[src/sv/sjb_pkg.sv]
// Shared constants, types and helper functions of the jitter buffer.
package sjb_pkg;

    localparam int CAPACITY    = 64;
    localparam int MISS_LIMIT  = 40;
    localparam int HANDLE_BITS = 16;
    localparam int SEQ_W       = 32;
    localparam int EPI_W       = 32;
    localparam int CFG_W       = 7;
    localparam int OUT_CNT_W   = 7;
    localparam int CFG_IDX_W   = 1;

    localparam int IDX_W  = $clog2(CAPACITY);
    localparam int CNT_W  = $clog2(CAPACITY + 1);
    localparam int DROP_W = $clog2(CAPACITY + 2);
    localparam int MISS_W = $clog2(MISS_LIMIT + 1);
    localparam int WIDE_W = (CFG_W > CNT_W) ? CFG_W : CNT_W;

    // Divide by ten as multiply by reciprocal; exact for counts up to 1023.
    localparam int MARGIN_DIV  = 10;
    localparam int RECIP_SHIFT = 11;
    localparam int RECIP_MUL   = (1 << RECIP_SHIFT) / MARGIN_DIV + 1;
    localparam int PROD_W      = CNT_W + 8;

    localparam logic FUNC_PUSH = 1'b0;
    localparam logic FUNC_POP  = 1'b1;

    localparam logic [CFG_IDX_W-1:0] CFG_TARGET_FILL  = 1'd0;
    localparam logic [CFG_IDX_W-1:0] CFG_FILL_CEILING = 1'd1;

    typedef enum logic [3:0] {
        ST_IDLE,
        ST_MATCH,
        ST_DECIDE,
        ST_KILL,
        ST_INSERT,
        ST_START,
        ST_LOOKUP,
        ST_FINISH
    } t_state;

    typedef enum logic [1:0] {
        CAP_NONE,
        CAP_PUSH,
        CAP_CHECK
    } t_cap_op;

    typedef struct packed {
        logic                   valid;
        logic [SEQ_W-1:0]       seq;
        logic [HANDLE_BITS-1:0] handle;
    } t_entry;

    typedef struct packed {
        logic [CNT_W-1:0] target;
        logic [CNT_W-1:0] ceil;
        logic [CNT_W-1:0] thr;
    } t_limits;

    typedef struct packed {
        logic shift;
        logic clear;
    } t_ring_cmd;

    // Fill at or below this level ends a cap episode.
    function automatic logic [CNT_W-1:0] recover_thr(input logic [CNT_W-1:0] c);
        logic [PROD_W-1:0] prod;
        logic [CNT_W-1:0]  margin;
        prod   = PROD_W'(c) * PROD_W'(RECIP_MUL);
        margin = CNT_W'(prod >> RECIP_SHIFT);
        if (margin == '0) begin
            margin = CNT_W'(1);
        end
        return (margin < c) ? (c - margin) : '0;
    endfunction

endpackage

[src/sv/sjb_cell.sv]
// One storage cell of the rotating entry ring.
module sjb_cell
    import sjb_pkg::*;
(
    input  logic      i_clk,
    input  logic      i_rst_n,
    input  t_ring_cmd i_cmd,
    input  t_entry    i_d,
    output t_entry    o_q
);

    logic                   r_valid;
    logic [SEQ_W-1:0]       r_seq;
    logic [HANDLE_BITS-1:0] r_handle;

    always_ff @(posedge i_clk) begin
        if (!i_rst_n) begin
            r_valid <= 1'b0;
        end else if (i_cmd.clear) begin
            r_valid <= 1'b0;
        end else if (i_cmd.shift) begin
            r_valid <= i_d.valid;
        end
    end

    always_ff @(posedge i_clk) begin
        if (i_cmd.shift) begin
            r_seq    <= i_d.seq;
            r_handle <= i_d.handle;
        end
    end

    assign o_q = '{valid: r_valid, seq: r_seq, handle: r_handle};

endmodule

[src/sv/sjb_ctrl.sv]
// Sequencer of the jitter buffer: head-cell operations, counters and result register.
module sjb_ctrl
    import sjb_pkg::*;
(
    input  logic                   i_clk,
    input  logic                   i_rst_n,
    input  logic                   i_in_valid,
    output logic                   o_in_stall,
    input  logic                   i_func,
    input  logic [SEQ_W-1:0]       i_seq_num,
    input  logic [HANDLE_BITS-1:0] i_frame_handle,
    output logic                   o_out_valid,
    input  logic                   i_out_stall,
    output logic                   o_frame_valid,
    output logic [HANDLE_BITS-1:0] o_out_handle,
    output logic [OUT_CNT_W-1:0]   o_dropped_count,
    output logic                   o_at_cap,
    output logic [EPI_W-1:0]       o_cap_episode_count,
    output logic [OUT_CNT_W-1:0]   o_fill_level,
    input  t_limits                i_lim,
    input  t_entry                 i_head,
    output t_entry                 o_wb,
    output t_ring_cmd              o_cmd
);

    t_state                 r_state, n_state;
    logic [IDX_W-1:0]       r_cnt, n_cnt;
    logic [SEQ_W-1:0]       r_seq, n_seq;
    logic [HANDLE_BITS-1:0] r_handle, n_handle;
    logic                   r_fast, n_fast;
    logic                   r_pending, n_pending;
    logic                   r_ins_done, n_ins_done;
    logic                   r_hit, n_hit;
    logic [SEQ_W-1:0]       r_kill_seq, n_kill_seq;
    logic                   r_min_any, n_min_any;
    logic [SEQ_W-1:0]       r_min_seq, n_min_seq;
    logic [CNT_W-1:0]       r_fill, n_fill;
    logic [DROP_W-1:0]      r_dropped, n_dropped;
    logic                   r_playing, n_playing;
    logic [SEQ_W-1:0]       r_exp, n_exp;
    logic [MISS_W-1:0]      r_miss, n_miss;
    logic                   r_cap_flag, n_cap_flag;
    logic [EPI_W-1:0]       r_episodes, n_episodes;
    t_cap_op                r_cap_op, n_cap_op;
    logic                   r_res_valid, n_res_valid;
    logic [HANDLE_BITS-1:0] r_res_handle, n_res_handle;

    logic                   r_out_valid, n_out_valid;
    logic                   r_out_frame, n_out_frame;
    logic [HANDLE_BITS-1:0] r_out_handle, n_out_handle;
    logic [OUT_CNT_W-1:0]   r_out_dropped, n_out_dropped;
    logic                   r_out_cap, n_out_cap;
    logic [EPI_W-1:0]       r_out_epi, n_out_epi;
    logic [OUT_CNT_W-1:0]   r_out_fill, n_out_fill;

    logic              accept;
    logic              in_pass;
    logic              pass_end;
    logic              head_is_seq;
    logic              head_is_kill;
    logic              head_is_exp;
    logic              late;
    logic              can_start;
    logic [CNT_W:0]    total;
    logic              evict;
    logic              take_new;
    logic [SEQ_W-1:0]  oldest;
    logic              out_free;
    logic              lookup_hit;
    logic [MISS_W-1:0] miss_inc;
    logic              recover;
    logic              cap_flag_upd;
    logic [EPI_W-1:0]  episodes_upd;
    t_entry            wb;

    assign accept       = i_in_valid && (r_state == ST_IDLE);
    assign in_pass      = (r_state == ST_MATCH) || (r_state == ST_KILL) ||
                          (r_state == ST_INSERT) || (r_state == ST_START) ||
                          (r_state == ST_LOOKUP);
    assign pass_end     = in_pass && (r_cnt == IDX_W'(CAPACITY - 1));
    assign head_is_seq  = i_head.valid && (i_head.seq == r_seq);
    assign head_is_kill = i_head.valid && (i_head.seq == r_kill_seq);
    assign head_is_exp  = i_head.valid && (i_head.seq == r_exp);
    assign late         = r_playing && (i_seq_num < r_exp);
    assign can_start    = (r_fill != '0) && (r_fill >= i_lim.target);
    assign total        = {1'b0, r_fill} + (CNT_W + 1)'(r_pending);
    assign evict        = total > {1'b0, i_lim.ceil};
    assign take_new     = r_pending && (!r_min_any || (r_seq < r_min_seq));
    assign oldest       = take_new ? r_seq : r_min_seq;
    assign out_free     = !r_out_valid || !i_out_stall;
    assign lookup_hit   = r_hit || head_is_exp;
    assign miss_inc     = r_miss + MISS_W'(1);
    assign recover      = r_fill <= i_lim.thr;

    // Cap episode update applied when the result is written out.
    always_comb begin
        cap_flag_upd = r_cap_flag;
        episodes_upd = r_episodes;
        case (r_cap_op)
            CAP_PUSH: begin
                if (r_dropped != '0) begin
                    if (!r_cap_flag) begin
                        cap_flag_upd = 1'b1;
                        episodes_upd = r_episodes + EPI_W'(1);
                    end
                end else if (recover) begin
                    cap_flag_upd = 1'b0;
                end
            end
            CAP_CHECK: begin
                if (recover) begin
                    cap_flag_upd = 1'b0;
                end
            end
            default: begin
            end
        endcase
    end

    // Next state.
    always_comb begin
        n_state = r_state;
        case (r_state)
            ST_IDLE: begin
                if (i_in_valid) begin
                    if (i_func == FUNC_POP) begin
                        if (r_playing) begin
                            n_state = ST_LOOKUP;
                        end else if (can_start) begin
                            n_state = ST_START;
                        end else begin
                            n_state = ST_FINISH;
                        end
                    end else if (late) begin
                        n_state = ST_FINISH;
                    end else begin
                        n_state = ST_MATCH;
                    end
                end
            end
            ST_MATCH: begin
                if (pass_end) begin
                    n_state = r_fast ? ST_FINISH : ST_DECIDE;
                end
            end
            ST_DECIDE: begin
                if (evict) begin
                    n_state = take_new ? ST_DECIDE : ST_KILL;
                end else begin
                    n_state = r_pending ? ST_INSERT : ST_FINISH;
                end
            end
            ST_KILL: begin
                if (pass_end) begin
                    n_state = ST_DECIDE;
                end
            end
            ST_INSERT: begin
                if (pass_end) begin
                    n_state = ST_FINISH;
                end
            end
            ST_START: begin
                if (pass_end) begin
                    n_state = ST_LOOKUP;
                end
            end
            ST_LOOKUP: begin
                if (pass_end) begin
                    n_state = ST_FINISH;
                end
            end
            ST_FINISH: begin
                if (out_free) begin
                    n_state = ST_IDLE;
                end
            end
            default: begin
                n_state = ST_IDLE;
            end
        endcase
    end

    // Datapath and outputs.
    always_comb begin
        n_cnt         = (in_pass && !pass_end) ? (r_cnt + IDX_W'(1)) : '0;
        n_seq         = r_seq;
        n_handle      = r_handle;
        n_fast        = r_fast;
        n_pending     = r_pending;
        n_ins_done    = r_ins_done;
        n_hit         = r_hit;
        n_kill_seq    = r_kill_seq;
        n_min_any     = r_min_any;
        n_min_seq     = r_min_seq;
        n_fill        = r_fill;
        n_dropped     = r_dropped;
        n_playing     = r_playing;
        n_exp         = r_exp;
        n_miss        = r_miss;
        n_cap_flag    = r_cap_flag;
        n_episodes    = r_episodes;
        n_cap_op      = r_cap_op;
        n_res_valid   = r_res_valid;
        n_res_handle  = r_res_handle;
        n_out_valid   = r_out_valid && i_out_stall;
        n_out_frame   = r_out_frame;
        n_out_handle  = r_out_handle;
        n_out_dropped = r_out_dropped;
        n_out_cap     = r_out_cap;
        n_out_epi     = r_out_epi;
        n_out_fill    = r_out_fill;
        wb            = i_head;
        o_cmd.shift   = in_pass;
        o_cmd.clear   = 1'b0;
        o_in_stall    = (r_state != ST_IDLE);

        case (r_state)
            ST_IDLE: begin
                if (accept) begin
                    n_seq        = i_seq_num;
                    n_handle     = i_frame_handle;
                    n_fast       = r_fill < i_lim.ceil;
                    n_pending    = 1'b1;
                    n_ins_done   = 1'b0;
                    n_hit        = 1'b0;
                    n_min_any    = 1'b0;
                    n_dropped    = '0;
                    n_res_valid  = 1'b0;
                    n_res_handle = '0;
                    n_cap_op     = CAP_NONE;
                    if ((i_func == FUNC_PUSH) && !late) begin
                        n_cap_op = CAP_PUSH;
                    end
                end
            end
            ST_MATCH: begin
                // Fast path inserts at the first free cell; a later copy of the
                // same number is dropped so the new word survives.
                if (head_is_seq) begin
                    if (r_fast && r_ins_done) begin
                        wb.valid = 1'b0;
                        n_fill   = r_fill - CNT_W'(1);
                    end else begin
                        wb.handle = r_handle;
                        n_pending = 1'b0;
                    end
                end else if (r_fast && !i_head.valid && r_pending && !r_ins_done) begin
                    wb         = '{valid: 1'b1, seq: r_seq, handle: r_handle};
                    n_ins_done = 1'b1;
                    n_fill     = r_fill + CNT_W'(1);
                end
            end
            ST_DECIDE: begin
                if (evict) begin
                    n_dropped = r_dropped + DROP_W'(1);
                    if (r_playing && (oldest >= r_exp)) begin
                        n_exp = oldest + SEQ_W'(1);
                    end
                    if (take_new) begin
                        n_pending = 1'b0;
                    end else begin
                        n_kill_seq = r_min_seq;
                        n_min_any  = 1'b0;
                    end
                end
            end
            ST_KILL: begin
                if (head_is_kill) begin
                    wb.valid = 1'b0;
                    n_fill   = r_fill - CNT_W'(1);
                end
            end
            ST_INSERT: begin
                if (!i_head.valid && r_pending) begin
                    wb        = '{valid: 1'b1, seq: r_seq, handle: r_handle};
                    n_pending = 1'b0;
                    n_fill    = r_fill + CNT_W'(1);
                end
            end
            ST_LOOKUP: begin
                if (head_is_exp) begin
                    wb.valid     = 1'b0;
                    n_fill       = r_fill - CNT_W'(1);
                    n_res_valid  = 1'b1;
                    n_res_handle = i_head.handle;
                    n_hit        = 1'b1;
                end
            end
            ST_FINISH: begin
                if (out_free) begin
                    n_cap_flag    = cap_flag_upd;
                    n_episodes    = episodes_upd;
                    n_out_valid   = 1'b1;
                    n_out_frame   = r_res_valid;
                    n_out_handle  = r_res_handle;
                    n_out_dropped = OUT_CNT_W'(r_dropped);
                    n_out_cap     = cap_flag_upd;
                    n_out_epi     = episodes_upd;
                    n_out_fill    = OUT_CNT_W'(r_fill);
                end
            end
            default: begin
            end
        endcase

        // Track the smallest stored number over the passes that need it.
        if (((r_state == ST_MATCH) || (r_state == ST_KILL) || (r_state == ST_START)) &&
            wb.valid && (!r_min_any || (wb.seq < r_min_seq))) begin
            n_min_any = 1'b1;
            n_min_seq = wb.seq;
        end

        if (pass_end) begin
            case (r_state)
                ST_START: begin
                    n_playing = 1'b1;
                    n_exp     = n_min_seq;
                    n_miss    = '0;
                end
                ST_LOOKUP: begin
                    n_exp = r_exp + SEQ_W'(1);
                    if (lookup_hit) begin
                        n_miss   = '0;
                        n_cap_op = CAP_CHECK;
                    end else if (miss_inc >= MISS_W'(MISS_LIMIT)) begin
                        // Too many misses in a row: flush and refill.
                        n_playing   = 1'b0;
                        n_miss      = '0;
                        o_cmd.clear = 1'b1;
                        n_fill      = '0;
                        n_cap_op    = CAP_CHECK;
                    end else begin
                        n_miss = miss_inc;
                    end
                end
                default: begin
                end
            endcase
        end

        o_wb = wb;
    end

    always_ff @(posedge i_clk) begin
        if (!i_rst_n) begin
            r_state     <= ST_IDLE;
            r_cnt       <= '0;
            r_fill      <= '0;
            r_playing   <= 1'b0;
            r_exp       <= '0;
            r_miss      <= '0;
            r_cap_flag  <= 1'b0;
            r_episodes  <= '0;
            r_out_valid <= 1'b0;
        end else begin
            r_state     <= n_state;
            r_cnt       <= n_cnt;
            r_fill      <= n_fill;
            r_playing   <= n_playing;
            r_exp       <= n_exp;
            r_miss      <= n_miss;
            r_cap_flag  <= n_cap_flag;
            r_episodes  <= n_episodes;
            r_out_valid <= n_out_valid;
        end
    end

    always_ff @(posedge i_clk) begin
        r_seq         <= n_seq;
        r_handle      <= n_handle;
        r_fast        <= n_fast;
        r_pending     <= n_pending;
        r_ins_done    <= n_ins_done;
        r_hit         <= n_hit;
        r_kill_seq    <= n_kill_seq;
        r_min_any     <= n_min_any;
        r_min_seq     <= n_min_seq;
        r_dropped     <= n_dropped;
        r_cap_op      <= n_cap_op;
        r_res_valid   <= n_res_valid;
        r_res_handle  <= n_res_handle;
        r_out_frame   <= n_out_frame;
        r_out_handle  <= n_out_handle;
        r_out_dropped <= n_out_dropped;
        r_out_cap     <= n_out_cap;
        r_out_epi     <= n_out_epi;
        r_out_fill    <= n_out_fill;
    end

    assign o_out_valid         = r_out_valid;
    assign o_frame_valid       = r_out_frame;
    assign o_out_handle        = r_out_handle;
    assign o_dropped_count     = r_out_dropped;
    assign o_at_cap            = r_out_cap;
    assign o_cap_episode_count = r_out_epi;
    assign o_fill_level        = r_out_fill;

endmodule

[src/sv/sequenced_jitter_buffer.sv]
// Top level of the sequenced jitter buffer: config registers, entry ring and sequencer.
//
// Frames are held as (sequence number, handle) pairs in a ring of 64 cells that rotates
// one position per clock during each pass over the ring; the sequencer sees and edits
// only the head cell, so every lookup, insert, eviction of a stored entry and minimum
// search is one full revolution. One item is worked on at a time. Per item, a push with
// the fill below the ceiling takes one match revolution; a push at or over it takes a
// search revolution, a decision step before each eviction and after the last, a kill
// revolution per evicted stored entry and an insert revolution if still pending; a late
// push and a pop before playback starts finish directly; a pop during playback takes a
// lookup revolution, and the pop that starts playback a start and then a lookup
// revolution. After a run of 40 missed pops the whole ring is flushed, all cells cleared
// together as that lookup ends. The input stalls while an item is in flight; a finished
// result waits in the output register, so the next word is taken as soon as the previous
// result is parked there. Configuration writes are always ready and take effect at once;
// write them only while no item is in flight.
module sequenced_jitter_buffer
    import sjb_pkg::*;
(
    input  logic                   i_clk,
    input  logic                   i_rst_n,
    // input channel
    input  logic                   i_in_valid,
    output logic                   o_in_stall,
    input  logic                   i_func,
    input  logic [SEQ_W-1:0]       i_seq_num,
    input  logic [HANDLE_BITS-1:0] i_frame_handle,
    // result channel
    output logic                   o_out_valid,
    input  logic                   i_out_stall,
    output logic                   o_frame_valid,
    output logic [HANDLE_BITS-1:0] o_out_handle,
    output logic [OUT_CNT_W-1:0]   o_dropped_count,
    output logic                   o_at_cap,
    output logic [EPI_W-1:0]       o_cap_episode_count,
    output logic [OUT_CNT_W-1:0]   o_fill_level,
    // configuration write channel
    input  logic                   i_cfg_valid,
    output logic                   o_cfg_ready,
    input  logic [CFG_IDX_W-1:0]   i_cfg_index,
    input  logic [CFG_W-1:0]       i_cfg_data
);

    logic [CFG_W-1:0]  r_target_fill;
    logic [CFG_W-1:0]  r_fill_ceiling;
    logic [WIDE_W-1:0] tgt_w;
    logic [WIDE_W-1:0] ceil_w;
    logic [WIDE_W-1:0] cap_w;
    t_limits           lim;
    t_entry            wb;
    t_ring_cmd         cmd;
    t_entry            ring_q [CAPACITY];
    t_entry            ring_d [CAPACITY];

    assign o_cfg_ready = 1'b1;

    // Register file: target fill resets to 8, ceiling to 64.
    always_ff @(posedge i_clk) begin
        if (!i_rst_n) begin
            r_target_fill  <= CFG_W'(8);
            r_fill_ceiling <= CFG_W'(64);
        end else if (i_cfg_valid && o_cfg_ready) begin
            case (i_cfg_index)
                CFG_TARGET_FILL: begin
                    r_target_fill <= i_cfg_data;
                end
                CFG_FILL_CEILING: begin
                    r_fill_ceiling <= i_cfg_data;
                end
                default: begin
                end
            endcase
        end
    end

    // Effective limits: ceiling is raised to the target, both saturate at capacity.
    always_comb begin
        tgt_w      = WIDE_W'(r_target_fill);
        ceil_w     = WIDE_W'((r_fill_ceiling < r_target_fill) ? r_target_fill
                                                              : r_fill_ceiling);
        cap_w      = WIDE_W'(CAPACITY);
        lim.target = CNT_W'((tgt_w > cap_w) ? cap_w : tgt_w);
        lim.ceil   = CNT_W'((ceil_w > cap_w) ? cap_w : ceil_w);
        lim.thr    = recover_thr(lim.ceil);
    end

    // Ring: each cell takes its neighbor's entry; the last cell takes the edited head.
    for (genvar k = 0; k < CAPACITY; k++) begin : g_ring
        if (k == CAPACITY - 1) begin : g_tail
            assign ring_d[k] = wb;
        end else begin : g_link
            assign ring_d[k] = ring_q[k+1];
        end

        sjb_cell u_cell (
            .i_clk   (i_clk),
            .i_rst_n (i_rst_n),
            .i_cmd   (cmd),
            .i_d     (ring_d[k]),
            .o_q     (ring_q[k])
        );
    end

    sjb_ctrl u_ctrl (
        .i_clk               (i_clk),
        .i_rst_n             (i_rst_n),
        .i_in_valid          (i_in_valid),
        .o_in_stall          (o_in_stall),
        .i_func              (i_func),
        .i_seq_num           (i_seq_num),
        .i_frame_handle      (i_frame_handle),
        .o_out_valid         (o_out_valid),
        .i_out_stall         (i_out_stall),
        .o_frame_valid       (o_frame_valid),
        .o_out_handle        (o_out_handle),
        .o_dropped_count     (o_dropped_count),
        .o_at_cap            (o_at_cap),
        .o_cap_episode_count (o_cap_episode_count),
        .o_fill_level        (o_fill_level),
        .i_lim               (lim),
        .i_head              (ring_q[0]),
        .o_wb                (wb),
        .o_cmd               (cmd)
    );

endmodule

[config.mk]
export PLATFORM = sky130hd
export DESIGN_NAME = sequenced_jitter_buffer
export DESIGN_NICKNAME = d
export VERILOG_FILES = /design/src/sv/sjb_pkg.sv /design/src/sv/sjb_cell.sv /design/src/sv/sjb_ctrl.sv /design/src/sv/sequenced_jitter_buffer.sv
export SDC_FILE = /design/constraint.sdc
export NUM_CORES = 2
export LEC_CHECK = 0
export ABC_CLOCK_PERIOD_IN_PS = 125900
export BUFFER_PORTS_ARGS = -buffer_cell sky130_fd_sc_hd__buf_4
export CORE_ASPECT_RATIO = 0.8
export CORE_MARGIN = 2
export CORE_UTILIZATION = 62
export DETAILED_ROUTE_END_ITERATION = 8
export HOLD_SLACK_MARGIN = 0.06
export PLACE_DENSITY = 0.81
export SETUP_SLACK_MARGIN = 0.4
export SYNTH_ARGS = -nofsm -noshare
export SYNTH_HDL_FRONTEND = slang
export SYNTH_SLANG_ARGS = --single-unit
[constraint.sdc]
create_clock -name i_clk -period 125.9 [get_ports i_clk]
set_input_delay 12.59 -clock i_clk [delete_from_list [all_inputs] [get_ports i_clk]]
set_output_delay 12.59 -clock i_clk [all_outputs]
set_load 0.01 [all_outputs]
Yosys cells after proc, flatten, opt, wreduce, memory -nomap -nowiden
Cells that the tools add are included.
- flip-flop bits (word level): 3446
- bits of input ports: 62
- output and inout port bits: 67
- add/sub/neg operators: 10
- $mul: 1
- order comparisons: 13
- eq/ne operators: 31
- multiplexer cells: 96
- bitwise gates (word level): 4
- reductions and logical operators: 61
- operators by type and width (cell ; count):
    32-bit two-way mux ; 10
    7-bit two-way mux ; 16
    49-bit two-way mux ; 2
    32-bit by 1-bit adder with 32-bit output (second input constant) ; 3
    32-bit == test ; 3
    32-bit < comparator ; 3
    48-bit one-hot mux with 2 select lines ; 1
    16-bit two-way mux ; 4
    32-bit one-hot mux with 2 select lines ; 1
    4-bit two-way mux ; 10
    32-bit >= comparator ; 1
    16-bit one-hot mux with 2 select lines ; 1
    1-bit two-way mux ; 28
    4-bit one-hot mux with 7 select lines ; 1
    7-bit one-hot mux with 4 select lines ; 1
    2-bit by 1-bit inequality test with 1-bit output (second input constant) ; 11
    7-bit < comparator ; 3
    1-bit logical AND ; 19
    4-bit by 3-bit == test with 1-bit output (second input constant) ; 4
    2-bit two-way mux ; 8
    7-bit by 8-bit multiplier with 15-bit output (second input constant) ; 1
    7-bit by 1-bit adder with 7-bit output (second input constant) ; 2
    7-bit greater-than comparator (second input constant) ; 2
    2-bit inequality test (second input constant) ; 7
    33 further kinds ; 74

Longest topological paths before layout
- depth after elaboration: 13
- mapped depth: 40
- mapped depth without buffers: 40

Cells and area by module
Synthesis repeated with hierarchy kept, for this count alone.
- cell total of the unflattened synthesis: 5725
- area, all modules: 117019.7 um2
- modules (own cells, without submodules) (module ; times used ; cells an instance ; area each (um2) ; seq. area each (um2)):
    sjb_cell ; 64 ; 52 ; 1491.4 ; 1461.4
    sjb_ctrl ; 1 ; 2146 ; 19530.0 ; 7617.3
    sequenced_jitter_buffer ; 1 ; 251 ; 2038.2 ; 280.3

Worst setup path after synthesis
No wires, ideal clock.
- path kind: reg-to-reg
- start: register u_ctrl.r_state[2]
- end: register g_ring[0].u_cell.r_handle[0] (enable)
- library setup time: 4.657 ns
- arrival: 83.856 ns
- required time: 121.243 ns
- slack: 37.387 ns
- stages on the path, launching flop included: 6
- buffers on the path: 3
- cells stage by stage: dfxtp_1 buf_2 clkbuf_1 o21ai_0 inv_1 clkbuf_1
- word-level cells in the longest chain between the ends: 5
- elaborated cells between the ends (all ways): 9
- classes of those cells: 5 x eq/ne; 4 x reduce/logical
- RTL lines (item ; line ; RTL):
    start, declared ; sjb_ctrl.sv:26 ; t_state r_state, n_state;
    start signal, assigned ; sjb_ctrl.sv:357 ; r_state <= n_state;
    4-bit by 1-bit == test with 1-bit output or 4-bit by 2-bit == test with 1-bit output (tied branches) ; sjb_ctrl.sv:77 ; assign in_pass = (r_state == ST_MATCH) || (r_state == ST_KILL) ||
    1-bit logical OR (2 in series) ; sjb_ctrl.sv:77 ;
    1-bit logical OR ; sjb_ctrl.sv:78 ; (r_state == ST_INSERT) || (r_state == ST_START) ||
    1-bit logical OR * ; sjb_ctrl.sv:78 ;
    end signal, assigned ; sjb_cell.sv:29 ; r_handle <= i_d.handle;
    end, declared ; sjb_cell.sv:14 ; logic [HANDLE_BITS-1:0] r_handle;
Mark *: on every way between the ends. The rest lies on a longest branch, timed or not.
A chain may end at the register's enable or synchronous reset.

Worst setup path in the final report
- start: input i_seq_num[17]
- end: register u_ctrl.r_state[2]
- word-level cells in the longest chain between the ends: 6
- RTL lines (item ; line ; RTL):
    start, declared ; sequenced_jitter_buffer.sv:26 ; input logic [SEQ_W-1:0] i_seq_num,
    32-bit < comparator ; sjb_ctrl.sv:84 ; assign late = r_playing && (i_seq_num < r_exp);
    1-bit logical AND ; sjb_ctrl.sv:84 ;
    3-bit two-way mux ; sjb_ctrl.sv:134 ; end else if (late) begin
    4-bit two-way mux ; sjb_ctrl.sv:126 ; if (i_func == FUNC_POP) begin
    4-bit two-way mux ; sjb_ctrl.sv:125 ; if (i_in_valid) begin
    4-bit one-hot mux with 7 select lines ; sjb_ctrl.sv:123 ; case (r_state)
Every way passes these cells. The select of a mux whose other input is x is not followed.

==> results.md <==
| Parameter | Value | Unit |
|:---|:---|:---|
| GRT Overall Usage | 24.7 | % |
| Number of placement rows | 141 | - |
| Placed Cells | 8153 | - |
| Total Nets Final | 6327 | - |
| Worst setup path class | primary input to flop | - |
| Largest voltage drop on the vdd net | 0.0335 | mV |
| Total of hold buffers inserted after clock tree synthesis | 0 | - |
| Largest buffer count on any clock path | 4 | - |
| Sink Count | 3445 | - |
| Count of cell types in the netlist | 83 | - |
| Peak Freq | 0.0673 | GHz |
| Least setup slack across all paths after layout | 111.03 | ns |
| Required time at the worst-slack endpoint | 126.69 | ns |
| Layout cells sized above 1 | 11.5 | % |
| Post-Syn Nets | 5918 | - |
| Run status | complete, but fails checks | - |
| Post-synthesis sequential element count | 3445 | - |
| DRC errors left | 13 | - |
| R2R Path End | u_ctrl.o_at_cap | - |
| Global-route wire length before repair | 342 | mm |
| Clock Tree Root | sky130_fd_sc_hd__clkbuf_16 | - |
| Initial standard-cell utilization of the core | 62.5 | % |
| Async set-reset flop share out of synthesis | 0 | % |
| End-of-flow core utilization | 70.1 | % |
| Critical Path Sink Type | flop | - |
| Area of the mapped netlist | 116000 | sq um |
| Weighted congestion at the end of routability-driven global placement | 0.951 | - |
| Number of detailed-routing iterations run before antenna repair | 9 | - |
| R2r worst-path depth | 39 | - |
| # Max-Cap Violations | 0 | - |
| Placeable core area | 185000 | sq um |
| Highest net fanout along the worst path | 2 | - |
| Count of pins over their slew limit | 0 | - |
| Clock latency on the worst-skew pair | 0.96 | ns |
| Hold violation total from the final report | 0 | - |
| Setup repair after global routing missed its margin | false | - |
| Clock input transition at the sequential cells of the worst setup and hold paths | 0.07 | ns |
| Total of warnings raised by yosys | 0 | - |
| FF-to-FF setup slack | 115.99 | ns |
| Routed wire length | 235 | mm |
| Final worst path period need | 14.87 | ns |
| Via count of the first global-routing pass | 51515 | - |
| Maximum number of pins on one net before global-route repair | 214 | - |
| Failing checks | design-rule violations | - |
| Average wire per cell in the routed design | 27.0 | microns |
| Launching element type of the critical path | primary input | - |
| Max H-tree Level | 5 | - |
| Syn Inst Count | 5635 | - |
| Pre-CTS setup slack | 110.26 | ns |
| Count of boundary I/O pins | 129 | - |
| Residual antenna-violating net count after detailed routing | 0 | - |
| Power Density | 26.5 | nW/um^2 |
| End point of the critical path | u_ctrl.r_state[2] | - |
| Prevailing post-synth register cell | sky130_fd_sc_hd__edfxtp_1 | - |
| Height of the die | 390 | microns |
| EDFF count, synth | 3243 | - |
| Data arrival at the endpoint of the critical path | 15.66 | ns |
| Hold crit path type | flop to flop | - |
| Final setup fails | 0 | - |
| Final TNS setup | 0 | ns |
| Total Die Area | 190000 | sq um |
| R2R Path Start | r_target_fill[4] | - |
| Aggregate global routing overflow | 0 | - |
| Clock tree from TritonCTS | yes | - |
| Static leakage | 41.1 | nW |
| Vias per std cell | 5.91 | - |
| Area growth from synthesis to layout | 12.1 | % |
| Non-Filler Instances | 8708 | - |
| Final design area excluding fillers | 130000 | sq um |
| Antenna violations before repair | 19 | - |
| Standard cell area after detailed placement | 120000 | sq um |
| Average instance area after synthesis | 20.5 | sq um |
| Die outline width | 487 | microns |
| Total half-perimeter wirelength after legalization and detailed placement | 127 | mm |
| Portion of the post-synthesis area used by sequential elements | 87.8 | % |
| Starting DRC count in detailed routing | 6763 | - |
| PostCTS Resize Cnt | 0 | - |
| Port Buf Inserts | 127 | - |
| Routed via count | 51425 | - |
| Fin Clk Skew | 0.108 | ns |
| Worst Setup SP | i_seq_num[17] | - |
| Number of buffers added for setup after CTS | 0 | - |
| Tightest Pin Transition | 1.44 | ns |
| Number of buffers inserted during clock tree synthesis | 320 | - |
| Tcrit/Tclk final | 11.8 | % |
| Remaining max-slew budget at the tightest pin | 3.50 | % |
==> state kept, by name, indices dropped and copies added (netlist names), 32 cells and up <==
register and count:
u_ctrl.r_kill_seq 32, u_ctrl.o_cap_episode_count 32, g_ring.u_cell.r_handle 1024, u_ctrl.r_exp 32, u_ctrl.r_episodes 32, g_ring.u_cell.r_seq 2048
u_ctrl.r_min_seq 32, g_ring.u_cell.r_valid 64, u_ctrl.r_seq 32
==> per-layer routing <==
metal / global-route usage (%) / vias to the layer above / wire, microns
met2: 38.2 / 2243 / 110000
met5: 0 / - / 69
met4: 8.89 / 10 / 8680
li1: - / 22547 / -
met3: 4.84 / 562 / 16900
met1: 35.7 / 26063 / 99200
==> power breakdown <==
| part | internal (mW) | total [mW] | switching [mW] |
|---|---|---|---|
| combinational | 0.0770 | 0.471 | 0.394 |
| sequential | 1.88 | 2.03 | 0.147 |
| clock | 0.519 | 0.933 | 0.413 |
==> worst max-delay path, cell delays in order <==
cell                       delay (ns)
sky130_fd_sc_hd__buf_4           0.12
sky130_fd_sc_hd__ha_1            0.31
sky130_fd_sc_hd__a21o_1          0.17
sky130_fd_sc_hd__a21o_1          0.22
sky130_fd_sc_hd__a21o_1          0.21
sky130_fd_sc_hd__a21o_1          0.19
sky130_fd_sc_hd__a21oi_1         0.13
sky130_fd_sc_hd__o21ai_0         0.15
sky130_fd_sc_hd__o31ai_1         0.97
sky130_fd_sc_hd__nand3_1         0.27
sky130_fd_sc_hd__a221oi_1        0.33
==> cell families (layout without fill, tap and decap cells) <==
kind of cell             Yosys count  after routing  share of synthesized area (%)
XOR/XNOR                         221            221                           1.68
multiplexers                      87             87                          0.818
AND/OR/NAND/NOR                  909            909                           3.72
flip-flops                      3445           3445                           87.8
buffers and inverters            250            887                          0.854
other                              1              6                        0.00325
AO/OA/AOI/OAI                    501            501                           2.70
adder cells (fa/ha/maj)          221            221                           2.45
==> how the worst min path moves through the flow <==
stage,from,endpoint,slack (ns),cells past startpoint
after floorplan,g_ring[1].u_cell.r_handle[0],g_ring[0].u_cell.r_handle[0],0.40,0
after global placement,g_ring[35].u_cell.r_seq[3],g_ring[34].u_cell.r_seq[3],0.40,0
after detailed placement,g_ring[12].u_cell.r_seq[7],g_ring[11].u_cell.r_seq[7],0.40,0
after CTS,g_ring[15].u_cell.r_seq[10],g_ring[14].u_cell.r_seq[10],0.35,0
after global routing,g_ring[42].u_cell.r_seq[5],g_ring[41].u_cell.r_seq[5],0.36,0
final,g_ring[15].u_cell.r_seq[10],g_ring[14].u_cell.r_seq[10],0.35,0
==> cells in the mapped netlist (all sizes together) (9+ instances only) <==
master / instances / area share [%]
edfxtp: 3243 / 84
nand2: 360 / 1.2
ha: 212 / 2.3
dfxtp: 202 / 3.5
a21oi: 170 / 0.74
xnor2: 162 / 1.2
nor2: 157 / 0.51
inv: 133 / 0.43
o21ai: 129 / 0.57
nand3: 96 / 0.42
clkbuf: 95 / 0.31
nand4: 69 / 0.37
xor2: 59 / 0.45
mux2: 53 / 0.52
nor3: 47 / 0.20
a21o: 36 / 0.23
mux2i: 34 / 0.29
and3: 33 / 0.18
a31oi: 29 / 0.16
and2: 28 / 0.15
buf: 22 / 0.11
nor4: 21 / 0.12
nand2b: 20 / 0.11
or3: 20 / 0.11
o211ai: 19 / 0.12
nor2b: 17 / 0.092
a211oi: 11 / 0.082
or2: 11 / 0.060
o21a: 10 / 0.065
o22ai: 10 / 0.054
fa: 9 / 0.16
o31ai: 9 / 0.058
==> final cells by class <==
class                   instances  area [sq um]
diodes                          5          12.5
flip-flops and latches       3445        101000
multi-input cells            1940         13200
clock buffers                 406          8470
fillers                     10665         55300
inverters                     133           508
repair buffers                204          1610
clock inverters               144          1280
well taps                    2431          3040
==> cell usage in the layout (no fill, tap or decap), drive strengths merged, types with 17 or more instances in the layout <==
| cell type | Yosys | final |
|---|---|---|
| o211ai | 19 | 19 |
| or3 | 20 | 20 |
| xnor2 | 162 | 162 |
| buf | 22 | 204 |
| a21o | 36 | 36 |
| clkbuf | 95 | 406 |
| dfxtp | 202 | 202 |
| nor4 | 21 | 21 |
| edfxtp | 3243 | 3243 |
| nor2 | 157 | 157 |
| ha | 212 | 212 |
| nand2b | 20 | 20 |
| nand3 | 96 | 96 |
| bufinv | 0 | 21 |
| clkinv | 0 | 107 |
| mux2i | 34 | 34 |
| mux2 | 53 | 53 |
| nand2 | 360 | 360 |
| a31oi | 29 | 29 |
| nand4 | 69 | 69 |
| and3 | 33 | 33 |
| and2 | 28 | 28 |
| a21oi | 170 | 170 |
| inv | 133 | 142 |
| xor2 | 59 | 59 |
| nor3 | 47 | 47 |
| o21ai | 129 | 129 |
| nor2b | 17 | 17 |
==> per-stage QoR <==
stage	total power, mW	hold slack [ns]
3_5_place_dp	2.48	0.405
2_1_floorplan	4.76	0.400
5_1_grt	3.57	0.362
4_1_cts	3.46	0.348
6_report	3.44	0.354
3_3_place_gp	2.45	0.400
Power figures use the tool's default switching activity.
